[src/rtl/krt_pkg.sv]
`default_nettype none
// ----------------------------------------------------------------------------
// krt_pkg: shared types and constants for the keyed record table
// Holds the record layout, request and status codes, and controller states.
// ----------------------------------------------------------------------------
package krt_pkg;

  localparam int KEY_W   = 16;
  localparam int AGE_W   = 8;
  localparam int MARK_W  = 14;
  localparam int COUNT_W = 7;
  localparam int REQ_W   = 3;
  localparam int STAT_W  = 2;

  // Highest mark in hundredths; larger inputs saturate here
  localparam logic [MARK_W-1:0] MARK_MAX = 14'd10000;

  typedef struct packed {
    logic [KEY_W-1:0]  key;
    logic [AGE_W-1:0]  age;
    logic [MARK_W-1:0] mark;
  } record_t;

  typedef enum logic [REQ_W-1:0] {
    REQ_ADD    = 3'd0,
    REQ_LOOKUP = 3'd1,
    REQ_UPDATE = 3'd2,
    REQ_DELETE = 3'd3,
    REQ_LIST   = 3'd4
  } req_t;

  typedef enum logic [STAT_W-1:0] {
    STAT_OK        = 2'd0,
    STAT_FULL      = 2'd1,
    STAT_NOT_FOUND = 2'd2,
    STAT_EMPTY     = 2'd3
  } status_t;

  typedef enum logic {
    ST_IDLE = 1'b0,
    ST_SCAN = 1'b1
  } state_t;

endpackage
`default_nettype wire

[src/rtl/krt_cell.sv]
`default_nettype none
// ----------------------------------------------------------------------------
// krt_cell: one storage cell of the record chain
// Holds a single record and loads its input record (its neighbor's, or the feedback record at the tail) on each shift.
// ----------------------------------------------------------------------------
module krt_cell (
  input  wire              clk,
  input  wire              shift_en,
  input  wire krt_pkg::record_t rec_in,
  output krt_pkg::record_t rec_out
);
  import krt_pkg::*;

  record_t rec_r;

  // Payload only, no reset needed
  always_ff @(posedge clk) begin
    if (shift_en) begin
      rec_r <= rec_in;
    end
  end

  assign rec_out = rec_r;

endmodule
`default_nettype wire

[src/rtl/keyed_record_table.sv]
`default_nettype none
// ----------------------------------------------------------------------------
// keyed_record_table: unsorted record table with linear search
// Records sit in a rotating chain of cells. Every request rotates the chain
// once around; the head cell is examined, and the record fed back into the
// tail is chosen to insert, update or close a gap.
// ----------------------------------------------------------------------------
//  channel  | ports                                          | direction
//  ---------+------------------------------------------------+----------
//  request  | in_valid, in_stall, in_req_type, in_key,        | in
//           | in_age_in, in_mark_in                           |
//  result   | out_valid, out_stall, out_status, out_key_out,  | out
//           | out_age_out, out_mark_out, out_last, out_count_out |
//
// Each request makes one full rotation of the cell chain after acceptance,
// one cell step per cycle while results are taken at once. A list request
// emits one result per stored record, or one STAT_EMPTY result if none, and a
// step waits while the output register holds a result that is stalled.
// Request codes 5 to 7 are accepted and dropped. Reset clears the record
// count and the controller; cell contents are don't-care until written.
// ----------------------------------------------------------------------------
module keyed_record_table #(
  parameter int CAPACITY = 64
) (
  input  wire                               clk,
  input  wire                               rst_n,
  input  wire                               in_valid,
  output logic                              in_stall,
  input  wire  [krt_pkg::REQ_W-1:0]         in_req_type,
  input  wire  [krt_pkg::KEY_W-1:0]         in_key,
  input  wire  [krt_pkg::AGE_W-1:0]         in_age_in,
  input  wire  [krt_pkg::MARK_W-1:0]        in_mark_in,
  output logic                              out_valid,
  input  wire                               out_stall,
  output logic [krt_pkg::STAT_W-1:0]        out_status,
  output logic [krt_pkg::KEY_W-1:0]         out_key_out,
  output logic [krt_pkg::AGE_W-1:0]         out_age_out,
  output logic [krt_pkg::MARK_W-1:0]        out_mark_out,
  output logic                              out_last,
  output logic [krt_pkg::COUNT_W-1:0]       out_count_out
);
  import krt_pkg::*;

  localparam int IDX_W = (CAPACITY > 1) ? $clog2(CAPACITY) : 1;
  localparam int NEXT_CELL = 1 % CAPACITY;
  localparam logic [IDX_W-1:0]   LAST_STEP = IDX_W'(CAPACITY - 1);
  localparam logic [COUNT_W-1:0] CAP_CNT   = COUNT_W'(CAPACITY);

  // Controller state
  state_t               state_r, state_nxt;
  req_t                 op_r;
  logic [KEY_W-1:0]     key_r;
  logic [AGE_W-1:0]     age_r;
  logic [MARK_W-1:0]    mark_r;
  logic [IDX_W-1:0]     step_r;
  logic [COUNT_W-1:0]   cnt_r, cnt_nxt;
  logic                 found_r;
  record_t              cap_r;

  // Output register
  logic                 out_valid_r;
  status_t              out_status_r;
  record_t              out_rec_r;
  logic                 out_last_r;
  logic [COUNT_W-1:0]   out_count_r;

  // Chain
  record_t              cell_q [CAPACITY];
  record_t              fb_rec;
  record_t              head;
  record_t              new_rec;
  record_t              upd_rec;

  logic                 in_acc;
  logic                 req_ok;
  logic                 out_free;
  logic                 adv;
  logic                 final_step;
  logic                 in_range;
  logic                 hit;
  logic                 found_any;
  logic [COUNT_W-1:0]   step_ext;
  logic [MARK_W-1:0]    mark_sat;

  logic                 emit;
  status_t              emit_status;
  record_t              emit_rec;
  logic                 emit_last;

  // Request decode and mark saturation
  assign in_acc   = in_valid && !in_stall;
  assign mark_sat = (in_mark_in > MARK_MAX) ? MARK_MAX : in_mark_in;

  always_comb begin
    case (req_t'(in_req_type))
      REQ_ADD, REQ_LOOKUP, REQ_UPDATE, REQ_DELETE, REQ_LIST: req_ok = 1'b1;
      default:                                               req_ok = 1'b0;
    endcase
  end

  // Step control
  assign out_free   = !out_valid_r || !out_stall;
  assign adv        = (state_r == ST_SCAN) && out_free;
  assign final_step = adv && (step_r == LAST_STEP);
  assign step_ext   = COUNT_W'(step_r);
  assign in_range   = step_ext < cnt_r;

  assign head      = cell_q[0];
  assign hit       = in_range && !found_r && (head.key == key_r);
  assign found_any = found_r || hit;

  assign new_rec = '{key: key_r, age: age_r, mark: mark_r};
  assign upd_rec = '{key: head.key, age: head.age, mark: mark_r};

  // Record fed back into the tail cell
  always_comb begin
    fb_rec = head;
    case (op_r)
      REQ_ADD: begin
        if ((step_ext == cnt_r) && (cnt_r < CAP_CNT)) fb_rec = new_rec;
      end
      REQ_UPDATE: begin
        if (hit) fb_rec = upd_rec;
      end
      REQ_DELETE: begin
        if (found_any) fb_rec = cell_q[NEXT_CELL];
      end
      default: fb_rec = head;
    endcase
  end

  // Cell chain, rotating toward cell 0
  for (genvar j = 0; j < CAPACITY; j++) begin : g_cell
    record_t cell_d;
    if (j == CAPACITY - 1) begin : g_tail
      assign cell_d = fb_rec;
    end else begin : g_body
      assign cell_d = cell_q[j+1];
    end
    krt_cell u_cell (
      .clk      (clk),
      .shift_en (adv),
      .rec_in   (cell_d),
      .rec_out  (cell_q[j])
    );
  end

  // Count after the request
  always_comb begin
    cnt_nxt = cnt_r;
    case (op_r)
      REQ_ADD: begin
        if (cnt_r < CAP_CNT) cnt_nxt = cnt_r + COUNT_W'(1);
      end
      REQ_DELETE: begin
        if (found_any) cnt_nxt = cnt_r - COUNT_W'(1);
      end
      default: cnt_nxt = cnt_r;
    endcase
  end

  // Result generation
  always_comb begin
    emit        = 1'b0;
    emit_status = STAT_OK;
    emit_rec    = '0;
    emit_last   = 1'b1;
    case (op_r)
      REQ_LIST: begin
        if (adv && in_range) begin
          emit      = 1'b1;
          emit_rec  = head;
          emit_last = (COUNT_W'(step_ext + COUNT_W'(1)) == cnt_r);
        end else if (final_step && (cnt_r == '0)) begin
          emit        = 1'b1;
          emit_status = STAT_EMPTY;
        end
      end
      REQ_ADD: begin
        if (final_step) begin
          emit = 1'b1;
          if (cnt_r < CAP_CNT) begin
            emit_rec = new_rec;
          end else begin
            emit_status = STAT_FULL;
          end
        end
      end
      default: begin
        if (final_step) begin
          emit = 1'b1;
          if (hit) begin
            emit_rec = (op_r == REQ_UPDATE) ? upd_rec : head;
          end else if (found_r) begin
            emit_rec = cap_r;
          end else begin
            emit_status = STAT_NOT_FOUND;
          end
        end
      end
    endcase
  end

  // Next state
  always_comb begin
    state_nxt = state_r;
    case (state_r)
      ST_IDLE: begin
        if (in_acc && req_ok) state_nxt = ST_SCAN;
      end
      ST_SCAN: begin
        if (final_step) state_nxt = ST_IDLE;
      end
      default: state_nxt = ST_IDLE;
    endcase
  end

  // State outputs
  always_comb begin
    case (state_r)
      ST_IDLE: in_stall = 1'b0;
      ST_SCAN: in_stall = 1'b1;
      default: in_stall = 1'b1;
    endcase
  end

  // Control registers
  always_ff @(posedge clk) begin
    if (!rst_n) begin
      state_r     <= ST_IDLE;
      cnt_r       <= '0;
      step_r      <= '0;
      found_r     <= 1'b0;
      out_valid_r <= 1'b0;
    end else begin
      state_r <= state_nxt;
      if (in_acc) begin
        step_r  <= '0;
        found_r <= 1'b0;
      end else if (adv) begin
        step_r <= step_r + IDX_W'(1);
        if (hit) found_r <= 1'b1;
      end
      if (final_step) cnt_r <= cnt_nxt;
      if (emit) begin
        out_valid_r <= 1'b1;
      end else if (!out_stall) begin
        out_valid_r <= 1'b0;
      end
    end
  end

  // Request and result payload
  always_ff @(posedge clk) begin
    if (in_acc) begin
      op_r   <= req_t'(in_req_type);
      key_r  <= in_key;
      age_r  <= in_age_in;
      mark_r <= mark_sat;
    end
    if (adv && hit) begin
      cap_r <= (op_r == REQ_UPDATE) ? upd_rec : head;
    end
    if (emit) begin
      out_status_r <= emit_status;
      out_rec_r    <= emit_rec;
      out_last_r   <= emit_last;
      out_count_r  <= (emit_status == STAT_EMPTY) ? '0 :
                      (final_step ? cnt_nxt : cnt_r);
    end
  end

  assign out_valid     = out_valid_r;
  assign out_status    = out_status_r;
  assign out_key_out   = out_rec_r.key;
  assign out_age_out   = out_rec_r.age;
  assign out_mark_out  = out_rec_r.mark;
  assign out_last      = out_last_r;
  assign out_count_out = out_count_r;

endmodule
`default_nettype wire
[config.mk]
export PLATFORM = sky130hd
export DESIGN_NAME = keyed_record_table
export DESIGN_NICKNAME = d
export VERILOG_FILES = /design/src/rtl/krt_pkg.sv /design/src/rtl/krt_cell.sv /design/src/rtl/keyed_record_table.sv
export SDC_FILE = /design/constraint.sdc
export NUM_CORES = 2
export LEC_CHECK = 0
export CORE_AREA = 2 2 582 584
export DETAILED_ROUTE_END_ITERATION = 7
export DIE_AREA = 0 0 584 586
export DONT_BUFFER_PORTS = 1
export PLACE_DENSITY_LB_ADDON = 0.12
export SYNTH_ARGS = -nofsm -noshare
export SYNTH_HDL_FRONTEND = slang
export SYNTH_SLANG_ARGS = --single-unit
[constraint.sdc]
create_clock -name clk -period 42 [get_ports clk]
set_input_delay 0 -clock clk [delete_from_list [all_inputs] [get_ports clk]]
set_output_delay 0 -clock clk [all_outputs]
set_load 0.1 [all_outputs]
* Word level (Yosys, flattened, before mapping) *
Index checks and enable logic that the tools add are counted.

word-level totals
  word-level logic and storage cells = 290
  input bits = 45
  output and inout bits = 50
  flip-flop bits (word level) = 2,575

cells by class
  bitwise logic cells = 2
  mux-type cells = 35
  reductions and logical operators = 23
  magnitude comparators = 3
  $add $sub $neg = 4
  equality and inequality tests = 13

operators with widths
  cell                  number
  $mux 38               8
  $pmux 38 s3           1
  $pmux 38 s2           1
  $mux 14               2
  $mux 7                3
  $eq 16x16->1          1
  $gt 14x14->1 const B  1
  $pmux 7 s2            1
  $eq 3x2->1 const B    4
  $mux 1                11
  $logic_and 1x1->1     10
  $mux 2                5
  $add 6x1->7 const B   1
  $add 7x1->7 const B   1
  $eq 6x7->1            1
  $eq 7x7->1            1
  $logic_not 7->1       1
  $lt 6x7->1            1
  $lt 7x7->1 const B    1
  $sub 7x1->7 const B   1
  $add 6x1->6 const B   1
  $eq 3x3->1 const B    2
  $eq 6x6->1 const B    1
  $logic_not 3->1       2
  other kinds (11)      18

* Depth between registers and ports, before layout *
  word-level depth = 9
  mapped depth = 11

* By module *
A second synthesis with hierarchy kept.

second synthesis, totals
  cells, all modules = 3,049
  area total of the unflattened synthesis = 80,393.4 µm²

by module, submodules not included
  module              seq. area each (µm²)  area each (µm²)  times used  cells each
  krt_cell            1,141.1               1,141.1          64          38
  keyed_record_table  4,134.0               7,363.3          1           617

* Worst setup path before layout *
OpenSTA, ideal clock, no wires.

  path kind = register to register
  start point = reg state_r
  end point = reg out_status_r[0], in the netlist out_status[0] (data pin)
  path slack = 8.132 ns
  required time = 41.695 ns
  data arrival time = 33.563 ns
  library setup time = 0.305 ns
  period minus slack after synthesis = 33.868 ns
  cell stages (with the launch flop) = 5
  cells stage by stage = dfxtp_1 -> nand2_1 -> inv_2 -> a2111oi_0 -> a31o_2

on the way
  cells in the longest elaborated chain, start to end = 6
  elaborated cells between the ends (all ways) = 9
  those cells by class = mux (5); reduce/logical (4)

RTL lines
  what                    line                       source
  from (decl)             keyed_record_table.sv:50   state_t state_r, state_nxt;
  from (signal assigned)  keyed_record_table.sv:236  state_r <= state_nxt;
  $logic_and 1x1->1 *     keyed_record_table.sv:103  assign adv = (state_r == ST_SCAN) && out_free;
  via adv                 keyed_record_table.sv:77   logic adv;
  $logic_and 1x1->1       keyed_record_table.sv:104  assign final_step = adv && (step_r == LAST_STEP);
  $logic_and 1x1->1       keyed_record_table.sv:174  end else if (final_step && (cnt_r == '0)) begin
  $mux 2                  keyed_record_table.sv:174
  $mux 2                  keyed_record_table.sv:170  if (adv && in_range) begin
  $pmux 2 s2 *            keyed_record_table.sv:168  case (op_r)
  via emit_status[0]      keyed_record_table.sv:86   status_t emit_status;
  to (signal assigned)    keyed_record_table.sv:265  out_status_r <= emit_status;
  to (decl)               keyed_record_table.sv:62   status_t out_status_r;

Mark *: on every way through the listed nets, which the timed path passes. The rest lies on a longest branch.
A chain may end at the register's enable or synchronous reset.

* Final worst setup path *
  start point = reg out_valid_r, in the netlist out_valid
  end point = reg g_cell[52].u_cell.rec_r, in the netlist g_cell[52].u_cell.rec_out[29], enable pin

on the way
  cells in the longest elaborated chain, start to end = 3

RTL lines
  what                    line                       source
  from (decl)             keyed_record_table.sv:61   logic out_valid_r;
  from (signal assigned)  keyed_record_table.sv:234  out_valid_r <= 1'b0;
  from (signal assigned)  keyed_record_table.sv:246  out_valid_r <= 1'b1;
  from (signal assigned)  keyed_record_table.sv:248  out_valid_r <= 1'b0;
  $logic_not 1->1         keyed_record_table.sv:102  assign out_free = !out_valid_r || !out_stall;
  $logic_or 1x1->1        keyed_record_table.sv:102
  $logic_and 1x1->1       keyed_record_table.sv:103
  via adv                 keyed_record_table.sv:77
  to (signal assigned)    krt_cell.sv:19             rec_r <= rec_in;
  to (decl)               krt_cell.sv:14             record_t rec_r;

The timed path passes the listed nets, and every way through them passes these cells.

==> impl_metrics.yaml <==
power:
  intPower_mw: 4.39
  p_seq_share_pct: 54.3
  powerDensity_nw_per_um2: 57.3
  combPwrFrac_pct: 1.7
  ir_drop_uv: 29.1
  clockPowerShare_pct: 43.9
  switching_share_pct: 20.2
  p_leak_nw: 27.8
  netSwitchingPower_mw: 1.11
clock_network:
  cts_inserted_buffers: 292
  clock_latency_ns: 0.87
  cts_tree: "done"
  htreeDepth: 5
  cts.sinks: 2575
  cts_root_buf: "clkbuf_16"
  clk_pin_slew_worst_paths_ns: 0.06
  ctsResizeCount: 0
  clock_path_buffers: 4
grt:
  grt.total_usage_pct: 7.26
  grt_pass1_wl_um: 194000
  grt_max_degree: 203
  grt_pass1_vias: 30199
  antenna_found_initial: 3
  grt_overflow_total: 0
timing:
  setup_viol: 0
  fin_tns_setup_ns: 0
  slew_headroom_pct: 16.6
  slew_viol_final: 0
  finalCritPeriodShare_pct: 16.4
  skew_ns: 0.0422
  setup_slack_ns: 35.09
  rsz0062_at_grt: "false"
  fin_crit_ns: 6.91
  hold_viol_final: 0
  fmax_mhz: 145
  tightestPinTransition_ns: 1.25
place:
  dp_slack_ns: 34.77
  port_buffers: 0
  routabilityCongestion: 0.695
  hpwl_um: 58900
layout:
  syn_to_final_growth_pct: 19.5
  drive_above_1_share_pct: 12.9
  nets: 3481
status:
  status: "finished clean"
detailed_routing:
  route.detailed.drc: 0
  wire_per_inst_um: 15.8
  drt-initial-drc-count: 2833
  routed_wl_um: 128000
  drt_pass1_iterations: 5
  ant_nets: 0
  vias_per_cell: 3.66
  vias: 29446
synthesis:
  postSynth.asyncResetShare_pct: 0
  synth_nets: 3097
  synthesis.instances: 3042
  yosysTopAreaCellShare_pct: 95.7
  synth_cell_type_count: 56
  postSynthAreaPerCell_um2: 26.4
  ys_warn_count: 0
  ys_seq_area_share_pct: 96.1
  syn_area_um2: 80300
  ys_ff_latch: 2575
  synth_edf_count: 2559
  synth_area_leader_cell: "edfxtp_1"
  synthTopCellsByArea: "edfxtp_1, a22oi_1, a221o_1"
  synth_ff_type: "edfxtp_1"
die:
  die_h_um: 586
  core_area_um2: 336000
  start_util_pct: 23.9
  io_pins: 95
  num_rows: 213
  die_x_um: 584
  dieArea_um2: 342000
critical_path:
  worstSetupPathType: "flip-flop to flip-flop"
  arrival_ns: 7.37
  cp.required_ns: 42.47
  crit_path_max_fanout: 120
  critPathLaunchType: "flip-flop"
  cp-end-kind: "flip-flop"
worst_hold_path:
  hold_class: "primary input to flip-flop"
job:
  drv_cap: 0
## area by class of cell
cell class	instances	area [um2]
Antenna cell	2	5.00
Clock buffer	368	7750
Clock inverter	141	1260
Fill cell	32615	240000
Inverter	12	53.8
Multi-Input combinational cell	410	2990
Sequential cell	2575	77200
Tap cell	4407	5510
Timing Repair Buffer	135	1270
## what timing repair did
item / in CTS / in global routing
endpoints found under the hold margin: 98 / 0
setup buffers: 0 / 0
hold buffers: 86 / 0
## sequential cells by signal, summed over array words and instances, names as in the netlist, 8 cells and up
register               count
out_mark_out              14
key_r                     16
mark_r                    14
age_r                      8
out_age_out                8
g_cell.u_cell.rec_out   2432
cap_r                     38
out_key_out               16
## logic make-up after synthesis
group | count (synthesis) | share of synthesized area [%]
adders and majority gates | 10 | 0.156
muxes | 14 | 0.196
xor gates and xnor gates | 28 | 0.305
AOI/OAI and AO/OA | 216 | 1.94
and+or+nand+nor | 142 | 1.04
DFF | 2575 | 96.1
buffers and inverters | 57 | 0.304
## routing by layer
| layer | share of wire, % | GRT usage (%) |
|---|---|---|
| met1 | 48 | 10.2 |
| met2 | 43 | 10.5 |
| met3 | 5.3 | 2.10 |
| met4 | 3.7 | 3.08 |
| met5 | 0 | 0 |
## final timing paths
path                                       from                       endpoint  slack (ns)  cells past startpoint
setup / recovery                      out_valid  g_cell[52].u_cell.rec_out[29]       35.09                      8
hold / removal                        in_key[8]                       key_r[8]        0.29                      2
setup reg to reg                      out_valid  g_cell[52].u_cell.rec_out[29]       35.09                      8
hold reg to reg   g_cell[36].u_cell.rec_out[36]  g_cell[35].u_cell.rec_out[36]        0.39                      0
## stage by stage
stage	instance area, um2	total power [mW]	util [%]	cells	hold WS [ns]
after detailed placement	86100	3.13	25.7	7453	0.0989
after floorplan	80300	3.28	-	3042	0.0989
after global placement	86100	3.13	25.7	7453	0.0989
final	96000	5.50	28.6	8050	0.292
after CTS	96000	5.63	28.6	8048	0.181
after global routing	96000	5.74	28.6	8049	0.234
## synthesized netlist by cell type, types with 3 or more instances
cell / n
o21ai_0: 50
nand2_1: 14
nand2b_1: 5
mux2_2: 14
nand3_1: 12
nor3_1: 12
nor2_1: 14
nor4_1: 4
a22oi_1: 77
nor2b_1: 18
xnor2_1: 22
and3_1: 4
inv_1: 11
dfxtp_1: 16
a211oi_1: 4
or3_1: 6
clkbuf_1: 25
edfxtp_1: 2559
and2_1: 32
nor3b_1: 3
buf_2: 15
nand4_1: 6
ha_1: 10
a21oi_1: 18
xor2_1: 6
a221o_1: 38
a31oi_1: 6
buf_4: 3
## cells in the final DEF, fill, tap and decap left out, types with 15 or more instances in the layout
| cell type | count |
|---|---|
| xnor2_1 | 22 |
| buf_4 | 46 |
| o21ai_0 | 49 |
| clkbuf_16 | 299 |
| bufinv_16 | 18 |
| nor2b_1 | 17 |
| and2_1 | 32 |
| edfxtp_1 | 2559 |
| dlygate4sd3_1 | 86 |
| a22oi_1 | 77 |
| clkbuf_1 | 68 |
| a221o_1 | 38 |
| dfxtp_1 | 15 |
| clkinv_1 | 53 |
| clkinv_2 | 42 |
| a21oi_1 | 18 |
## worst max-delay path, cell delays in order, from the launching register on
cell and delay [ns]:
dfxtp_1 0.64, nand2_1 0.44, nand2_1 0.33, inv_8 0.56, buf_4 0.78, buf_4 0.81, buf_4 0.91, buf_4 0.75
buf_4 0.95
## power by group through the flow
stage / Sequential (mW) / Combinational, mW / Clock [mW]
CTS: 2.99 / 0.100 / 2.54
global placement: 3.04 / 0.0902 / 0
finish: 2.99 / 0.0955 / 2.42
global route: 3.00 / 0.107 / 2.63
floorplan: 3.22 / 0.0602 / 0
detailed placement: 3.04 / 0.0930 / 0
Note: power is estimated with default switching activity, not from simulation.
